File: config.mk
export PLATFORM = sky130hd
export DESIGN_NAME = ipv4_header_builder_core
export DESIGN_NICKNAME = d
export VERILOG_FILES = /design/src/rtl/core/ihb_pkg.sv /design/src/rtl/core/ihb_cell.sv /design/src/rtl/core/ihb_csum.sv /design/src/rtl/core/ipv4_header_builder_core.sv
export SDC_FILE = /design/constraint.sdc
export NUM_CORES = 1
export LEC_CHECK = 0
export ABC_AREA = 1
export ABC_CLOCK_PERIOD_IN_PS = 15100
export BUFFER_PORTS_ARGS = -buffer_cell sky130_fd_sc_hd__buf_2
export CAP_MARGIN = 20
export CORE_ASPECT_RATIO = 0.8
export CORE_MARGIN = 5
export CORE_UTILIZATION = 50
export DETAILED_ROUTE_END_ITERATION = 8
export GPL_ROUTABILITY_DRIVEN = 0
export PLACE_DENSITY_LB_ADDON = 0.2
export SLEW_MARGIN = 30
export SYNTH_ARGS = -nofsm -noshare
export SYNTH_HDL_FRONTEND = slang
export SYNTH_SLANG_ARGS = --single-unit
File: constraint.sdc
create_clock -name clk -period 15.1 [get_ports clk]
set_input_delay 0.755 -clock clk [delete_from_list [all_inputs] [get_ports clk]]
set_output_delay 0.755 -clock clk [all_outputs]
set_load 0.01 [all_outputs]
File: src/rtl/core/ihb_pkg.sv
// Shared types, constants and header field helpers for the IPv4 header builder.
package ihb_pkg;

  localparam int HEADER_WORDS = 10;
  localparam int HEADER_BYTES = 2 * HEADER_WORDS;
  localparam int IDX_W        = 5;
  localparam int ROT_W        = $clog2(HEADER_WORDS + 1);

  localparam logic [IDX_W-1:0] LAST_INDEX = IDX_W'(HEADER_BYTES - 1);
  localparam logic [ROT_W-1:0] ROT_DONE   = ROT_W'(HEADER_WORDS);

  localparam logic [7:0] VER_IHL  = 8'h45;
  localparam logic [7:0] FLAG_DF  = 8'h40;
  localparam logic [7:0] FLAG_MF  = 8'h20;
  localparam logic [1:0] FSEL_DF  = 2'd1;
  localparam logic [1:0] FSEL_MF  = 2'd2;

  typedef struct packed {
    logic [7:0]  type_of_service;
    logic [15:0] total_length;
    logic [15:0] ident;
    logic [1:0]  flag_select;
    logic [15:0] offset_bytes;
    logic [7:0]  time_to_live;
    logic [7:0]  proto_number;
    logic [31:0] src_ip;
    logic [31:0] dst_ip;
  } hdr_in_t;

  typedef struct packed {
    logic [7:0]       out_byte;
    logic [IDX_W-1:0] byte_index;
    logic             last_byte;
  } hdr_out_t;

  // per-row control for a chain of cells
  typedef struct packed {
    logic load;
    logic shift;
  } cell_ctl_t;

  typedef logic [HEADER_WORDS-1:0][15:0] word_arr_t;

  function automatic logic [7:0] flag_byte(input logic [1:0] fsel);
    logic [7:0] f;
    case (fsel)
      FSEL_DF: f = FLAG_DF;
      FSEL_MF: f = FLAG_MF;
      default: f = 8'h00;
    endcase
    return f;
  endfunction

  // header as 16-bit words, checksum word left zero
  function automatic word_arr_t build_words(input hdr_in_t h);
    word_arr_t  w;
    logic [12:0] frag;
    frag  = h.offset_bytes[15:3];
    w[0] = {VER_IHL, h.type_of_service};
    w[1] = h.total_length;
    w[2] = h.ident;
    w[3] = {flag_byte(h.flag_select) | {3'b000, frag[12:8]}, frag[7:0]};
    w[4] = {h.time_to_live, h.proto_number};
    w[5] = 16'h0000;
    w[6] = h.src_ip[31:16];
    w[7] = h.src_ip[15:0];
    w[8] = h.dst_ip[31:16];
    w[9] = h.dst_ip[15:0];
    return w;
  endfunction

endpackage

File: src/rtl/core/ihb_cell.sv
// One storage cell of a shift chain: parallel load or take the neighbor's value.
module ihb_cell #(
  parameter int W = 8
) (
  input  logic              clk,
  input  ihb_pkg::cell_ctl_t ctl,
  input  logic [W-1:0]      load_val,
  input  logic [W-1:0]      shift_in,
  output logic [W-1:0]      q
);
  import ihb_pkg::*;

  always_ff @(posedge clk) begin
    if (ctl.load) begin
      q <= load_val;
    end else if (ctl.shift) begin
      q <= shift_in;
    end
  end

endmodule

File: src/rtl/core/ihb_csum.sv
// One's-complement accumulator fed one header word per cycle while shift is high.
module ihb_csum (
  input  logic              clk,
  input  ihb_pkg::cell_ctl_t ctl,
  input  logic [15:0]       word,
  output logic [15:0]       sum
);
  import ihb_pkg::*;

  logic [16:0] raw;
  logic [15:0] sum_next;

  // end-around carry; raw[15:0] cannot be 0xFFFF when the carry is set
  assign raw      = {1'b0, sum} + {1'b0, word};
  assign sum_next = raw[15:0] + {15'd0, raw[16]};

  always_ff @(posedge clk) begin
    if (ctl.load) begin
      sum <= 16'h0000;
    end else if (ctl.shift) begin
      sum <= sum_next;
    end
  end

endmodule

File: src/rtl/core/ipv4_header_builder_core.sv
// IPv4 header builder: word ring with checksum accumulator feeding a byte output chain.
//
//  channel   | signals               | handshake
//  ----------+-----------------------+-----------------------------------------
//  request   | start, busy, header   | transaction taken when start && !busy
//  result    | strobe, result        | one byte per cycle while strobe is high
//
//  A request loads a ring of ten word cells; the ring rotates once while the
//  checksum accumulates, then the byte chain is loaded and the first byte shows
//  on result. All twenty bytes follow back to back. The next request is taken
//  while bytes still stream; sustained rate is set by the output chain shifting
//  one byte cell a cycle. Synchronous reset clears all control state.
//  The receiver cannot stall.
module ipv4_header_builder_core (
  input  logic              clk,
  input  logic              rst,
  input  logic              start,
  input  ihb_pkg::hdr_in_t  header,
  output logic              busy,
  output logic              strobe,
  output ihb_pkg::hdr_out_t result
);
  import ihb_pkg::*;

  logic             pend_v;
  logic [ROT_W-1:0] rot_cnt;
  logic             emitting;
  logic [IDX_W-1:0] emit_cnt;

  logic       accept;
  logic       sum_run;
  logic       xfer;
  cell_ctl_t  ring_ctl;
  cell_ctl_t  chain_ctl;
  word_arr_t  ring_load;
  word_arr_t  ring;
  logic [15:0] csum;
  logic [15:0] csum_inv;
  logic [HEADER_BYTES-1:0][7:0] chain;

  assign accept   = start && !busy;
  assign sum_run  = pend_v && (rot_cnt != ROT_DONE);
  assign xfer     = pend_v && (rot_cnt == ROT_DONE) &&
                    (!emitting || (emit_cnt == LAST_INDEX));
  assign ring_ctl  = '{load: accept, shift: sum_run};
  assign chain_ctl = '{load: xfer, shift: emitting};
  assign ring_load = build_words(header);
  assign csum_inv  = ~csum;

  always_ff @(posedge clk) begin
    if (rst) begin
      pend_v   <= 1'b0;
      rot_cnt  <= '0;
      emitting <= 1'b0;
      emit_cnt <= '0;
    end else begin
      if (accept) begin
        pend_v  <= 1'b1;
        rot_cnt <= '0;
      end else begin
        if (xfer) begin
          pend_v <= 1'b0;
        end
        if (sum_run) begin
          rot_cnt <= rot_cnt + ROT_W'(1);
        end
      end
      if (xfer) begin
        emitting <= 1'b1;
        emit_cnt <= '0;
      end else if (emitting) begin
        if (emit_cnt == LAST_INDEX) begin
          emitting <= 1'b0;
        end else begin
          emit_cnt <= emit_cnt + IDX_W'(1);
        end
      end
    end
  end

  // word ring: rotates toward word 0, back in place after a full turn
  for (genvar i = 0; i < HEADER_WORDS; i++) begin : g_ring
    ihb_cell #(.W(16)) u_word (
      .clk      (clk),
      .ctl      (ring_ctl),
      .load_val (ring_load[i]),
      .shift_in (ring[(i + 1) % HEADER_WORDS]),
      .q        (ring[i])
    );
  end

  ihb_csum u_csum (
    .clk  (clk),
    .ctl  (ring_ctl),
    .word (ring[0]),
    .sum  (csum)
  );

  // byte chain: cell 0 drives the result port
  for (genvar j = 0; j < HEADER_BYTES; j++) begin : g_chain
    logic [7:0] lv;
    logic [7:0] si;
    if (j == 10) begin : g_ck_hi
      assign lv = csum_inv[15:8];
    end else if (j == 11) begin : g_ck_lo
      assign lv = csum_inv[7:0];
    end else begin : g_plain
      assign lv = ring[j / 2][15 - 8 * (j % 2) -: 8];
    end
    if (j == HEADER_BYTES - 1) begin : g_tail
      assign si = 8'h00;
    end else begin : g_body
      assign si = chain[j + 1];
    end
    ihb_cell #(.W(8)) u_byte (
      .clk      (clk),
      .ctl      (chain_ctl),
      .load_val (lv),
      .shift_in (si),
      .q        (chain[j])
    );
  end

  assign busy              = pend_v;
  assign strobe            = emitting;
  assign result.out_byte   = chain[0];
  assign result.byte_index = emit_cnt;
  assign result.last_byte  = (emit_cnt == LAST_INDEX);

  // a header streams without gaps
  a_no_gap: assert property (@(posedge clk) disable iff (rst)
    strobe && !result.last_byte |=>
      strobe && (result.byte_index == $past(result.byte_index) + IDX_W'(1)))
    else $error("gap or skipped index in header stream");

  // every header opens with version 4, IHL 5
  a_first_byte: assert property (@(posedge clk) disable iff (rst)
    strobe && (result.byte_index == '0) |-> result.out_byte == VER_IHL)
    else $error("first header byte is not 0x45");

  // a taken request is captured: busy is set and the rotation count restarts from zero
  a_hold: assert property (@(posedge clk) disable iff (rst)
    accept |=> busy && (rot_cnt == '0))
    else $error("request not captured");

  // the chain is reloaded only after a full ring turn; it may wait on the chain
  a_xfer: assert property (@(posedge clk) disable iff (rst)
    xfer |-> $past(pend_v) && ($past(sum_run) || ($past(rot_cnt) == ROT_DONE)))
    else $error("transfer before checksum complete");

endmodule

==> tab_implementation.tex <==
\begin{tabular}{lr}
\hline
Metric & Value \\
\hline
\multicolumn{2}{l}{\textbf{Status}} \\
\quad Outcome & finished, final reports clean \\
\multicolumn{2}{l}{\textbf{CTS}} \\
\quad Clock tree from TritonCTS & built \\
\quad Hold buffer count at cts & 0 \\
\quad Depth of the CTS H-tree & 2 \\
\quad Sink count of the clock tree & 347 \\
\quad Post-CTS clock slew at the launch and capture registers of the worst setup and hold paths & 0.06 ns \\
\quad Post-CTS Repair Setup Buffers & 0 \\
\quad Post-cts gate resize count & 0 \\
\quad Clock tree root buffer cell & clkbuf\_16 \\
\quad Max Buffers Root-to-Sink & 3 \\
\quad Number of buffers created by CTS & 35 \\
\quad Clock latency at the later pin of the worst-skew pair & 0.52 ns \\
\multicolumn{2}{l}{\textbf{Critical path}} \\
\quad CP dominant cell by count & buf\_4 \\
\quad Internal reg-to-reg setup slack & 11.43 ns \\
\quad Startpoint type of the worst setup path & register \\
\quad Startpoint of the worst register-to-register path & busy \\
\quad Sort of element at the end of the critical path & register \\
\quad Delay of the slowest cell on the worst path & 0.86 ns \\
\quad Endpoint of the worst-slack reg-to-reg timing path & g\_ring[3].u\_word.q[5] \\
\quad Crit-path cells & nor2\_4 > buf\_4 > inv\_4 > nand2\_4 > buf\_4 > buf\_4 \\
\quad CP Data Required Time & 15.23 ns \\
\quad Slowest library cell on the worst path & buf\_4 \\
\quad Number of cells on the worst reg-to-reg path & 6 \\
\quad Kind of critical path & reg2reg \\
\quad CP arrival & 3.80 ns \\
\quad Maximum fanout along the worst path & 71 \\
\multicolumn{2}{l}{\textbf{Global route}} \\
\quad Via count of the first global-routing pass & 10.0k \\
\quad Total routing usage reported by global routing & 19.6\% \\
\quad Number of antenna violations at the first check in global routing & 1 \\
\quad Global-route congestion overflow total & 0 \\
\quad Largest net degree at the start of global routing & 96 \\
\quad Wire length of the first global-routing pass & 54400 µm \\
\multicolumn{2}{l}{\textbf{Logic synthesis}} \\
\quad Number of synthesized flops with an enable pin & 296 \\
\quad Post-synth top flop & edfxtp\_1 \\
\quad Cell variety after synth & 45 \\
\quad Synthesized netlist net count & 1566 \\
\quad Total standard cell area after synthesis & 15700 µm² \\
\quad Fraction of synthesis flops using an asynchronous set or reset pin & 0\% \\
\quad Fraction of the yosys area taken by sequential cells & 63.0\% \\
\quad Number of instances in the synthesized netlist & 1403 \\
\quad Synthesis warning total & 0 \\
\quad Flip-flop and latch count after synthesis & 347 \\
\quad Synth Area per Inst & 11.2 µm² \\
\multicolumn{2}{l}{\textbf{Floorplan}} \\
\quad DIE AREA & 35100 µm² \\
\quad DIE WIDTH & 208 µm \\
\quad I/O pin count & 157 \\
\quad Core region area & 31200 µm² \\
\quad Total number of placement rows & 58 \\
\quad Initial cell density of the core & 50.4\% \\
\quad Chip Height & 169 µm \\
\multicolumn{2}{l}{\textbf{Hold path}} \\
\quad Hold Crit Endpoint & strobe \\
\quad Hold wc startpoint & rst \\
\quad Hold path depth & 2 \\
\quad Classification of the worst-slack hold path & in2reg \\
\multicolumn{2}{l}{\textbf{STA}} \\
\quad Final Setup Violations & 0 \\
\quad Worst setup margin & 11.43 ns \\
\quad Layout Skew & 0.0175 ns \\
\quad Shortest period the worst path allows & 3.67 ns \\
\quad Unrepaired setup endpoints after global routing & false \\
\quad Max Transition Viols Final & 0 \\
\quad Measured slew at the worst slew-check pin & 0.963 ns \\
\quad Maximum clock frequency & 273 MHz \\
\quad Final hold viol count & 0 \\
\quad Total negative slack for setup checks & 0 ns \\
\quad Final critical-path share of the clock period & 24.3\% \\
\quad Worst rel slew slack & 35.8\% \\
\multicolumn{2}{l}{\textbf{Final layout}} \\
\quad Antenna diodes & 0 \\
\quad Number of nets in the final layout & 1708 \\
\quad Proportion of layout cells with a drive suffix above 1 & 23.6\% \\
\quad Most common library cell in the layout ignoring fill and taps & nand2\_1 \\
\quad Util after Layout & 57.5\% \\
\quad Top library cells by usage in the layout, fill and taps aside & nand2\_1 (544), edfxtp\_1 (296), buf\_2 (153) \\
\quad Signed area change from the synthesized netlist to the final layout & 14.0\% \\
\multicolumn{2}{l}{\textbf{Pwr}} \\
\quad Leakage component of the power & 0.00780 µW \\
\quad Worst supply voltage drop on vdd & 0.0661 mV \\
\quad PnR Total Power & 2430 µW \\
\quad Pwr per Cell Area & 136 nW/µm² \\
\multicolumn{2}{l}{\textbf{Drt}} \\
\quad Total number of vias & 10.3k \\
\quad Average wire length per cell after detail routing & 17.5 µm \\
\quad Starting DRT DRC Count & 872 \\
\quad Residual antenna-violating net count after detailed routing & 0 \\
\quad Via density per instance & 5.17 \\
\quad Number of iterations in the first detailed-routing pass & 5 \\
\quad Overall routed net length & 34900 µm \\
\quad Drt drc & 0 \\
\multicolumn{2}{l}{\textbf{Place}} \\
\quad Number of port buffers & 153 \\
\quad Worst slack, placed & 10.89 ns \\
\quad Detail Placement HPWL & 23700 µm \\
\multicolumn{2}{l}{\textbf{Run}} \\
\quad Maximum capacitance violations & 0 \\
\hline
\end{tabular}
critical path, delay by kind of cell (launching register included):
family                 cells  cell delay (ns)
flip-flops                 1             0.36
buffers and inverters      4             2.55
AND/OR/NAND/NOR            2             0.27
flip-flops by register name, summed over array words and instances, names as in the netlist:
name,cells
strobe,1
emit_cnt,5
rot_cnt,4
g_ring.u_word.q,160
busy,1
u_csum.sum,16
g_chain.u_byte.q,160
stage by stage:
step | cells | area (µm²) | hold slack [ns]
4_1_cts | 1990 | 17900 | 0.406
2_1_floorplan | 1403 | 15700 | 0.442
3_3_place_gp | 1927 | 16800 | 0.464
5_1_grt | 1991 | 17900 | 0.420
6_report | 1991 | 17900 | 0.426
3_5_place_dp | 1927 | 16800 | 0.473
routing by layer:
layer	vias up	wire (µm)	global-route usage (%)
li1	5019	-	-
met1	4869	16100	29.3
met5	-	0	0
met2	357	15300	29.5
met3	53	2880	4.52
met4	0	655	4.51
logic make-up (layout without fill, tap and decap cells):
logic type | count (synthesis) | in the layout | synth area share (%)
xor gates and xnor gates | 8 | 8 | 0.493
muxes | 125 | 125 | 10.3
AOI/OAI and AO/OA | 105 | 105 | 3.56
buffers and inverters | 146 | 314 | 4.08
adders and majority gates | 22 | 22 | 1.80
DFF | 347 | 347 | 63.0
and+or+nand+nor | 650 | 650 | 16.8
area by class of cell:
cell class                 count  area, µm²
clock inverter                12       97.6
clock buffer                  51        987
inverter                      87        329
sequential                   347       9910
tap                          420        526
fill                        2637      13300
timing repair buffer         164        872
multi-input combinational    910       5210
Yosys cell counts, types with 3 or more instances:
master    instances  share of area [%]
buf_6             7               0.50
mux2_2           68                4.9
a22o_1            3               0.17
ha_1             21                1.7
nor2_1           38               0.91
nand4_1           5               0.20
inv_2             3              0.072
buf_1             3              0.072
nand2_1         546                 13
nand2_2          10               0.40
clkbuf_1         30               0.72
nand2_4           3               0.21
edfxtp_1        296                 57
a21oi_1          17               0.54
nand3_1          24               0.76
buf_2            17               0.54
inv_1            84                2.0
xor2_1            5               0.28
nor3_2            3               0.19
nand3_2           4               0.25
o21ai_0          77                2.4
nand3b_1          3               0.14
mux2_4           57                5.4
nor3_1            4               0.13
dfxtp_1          51                6.5
report_power, final:
group          switching [µW]  leakage, µW  internal (µW)
Sequential               59.4      0.00324           1120
Combinational             277      0.00404            147
Clock                     349     0.000527            473
Total                     686      0.00780           1740
worst max-delay path by stage:
stage | cells after the start | slack [ns] | start | endpoint
after floorplan | 8 | 10.19 | start | u_csum.sum[5]
after detailed placement | 8 | 10.89 | start | g_ring[2].u_word.q[8]
after global placement | 8 | 10.93 | start | g_ring[4].u_word.q[11]
final | 6 | 11.43 | busy | g_ring[3].u_word.q[5]
after global routing | 6 | 11.19 | busy | g_ring[3].u_word.q[0]
after CTS | 6 | 11.40 | busy | g_ring[4].u_word.q[10]
(Power assumes the default switching activity.)
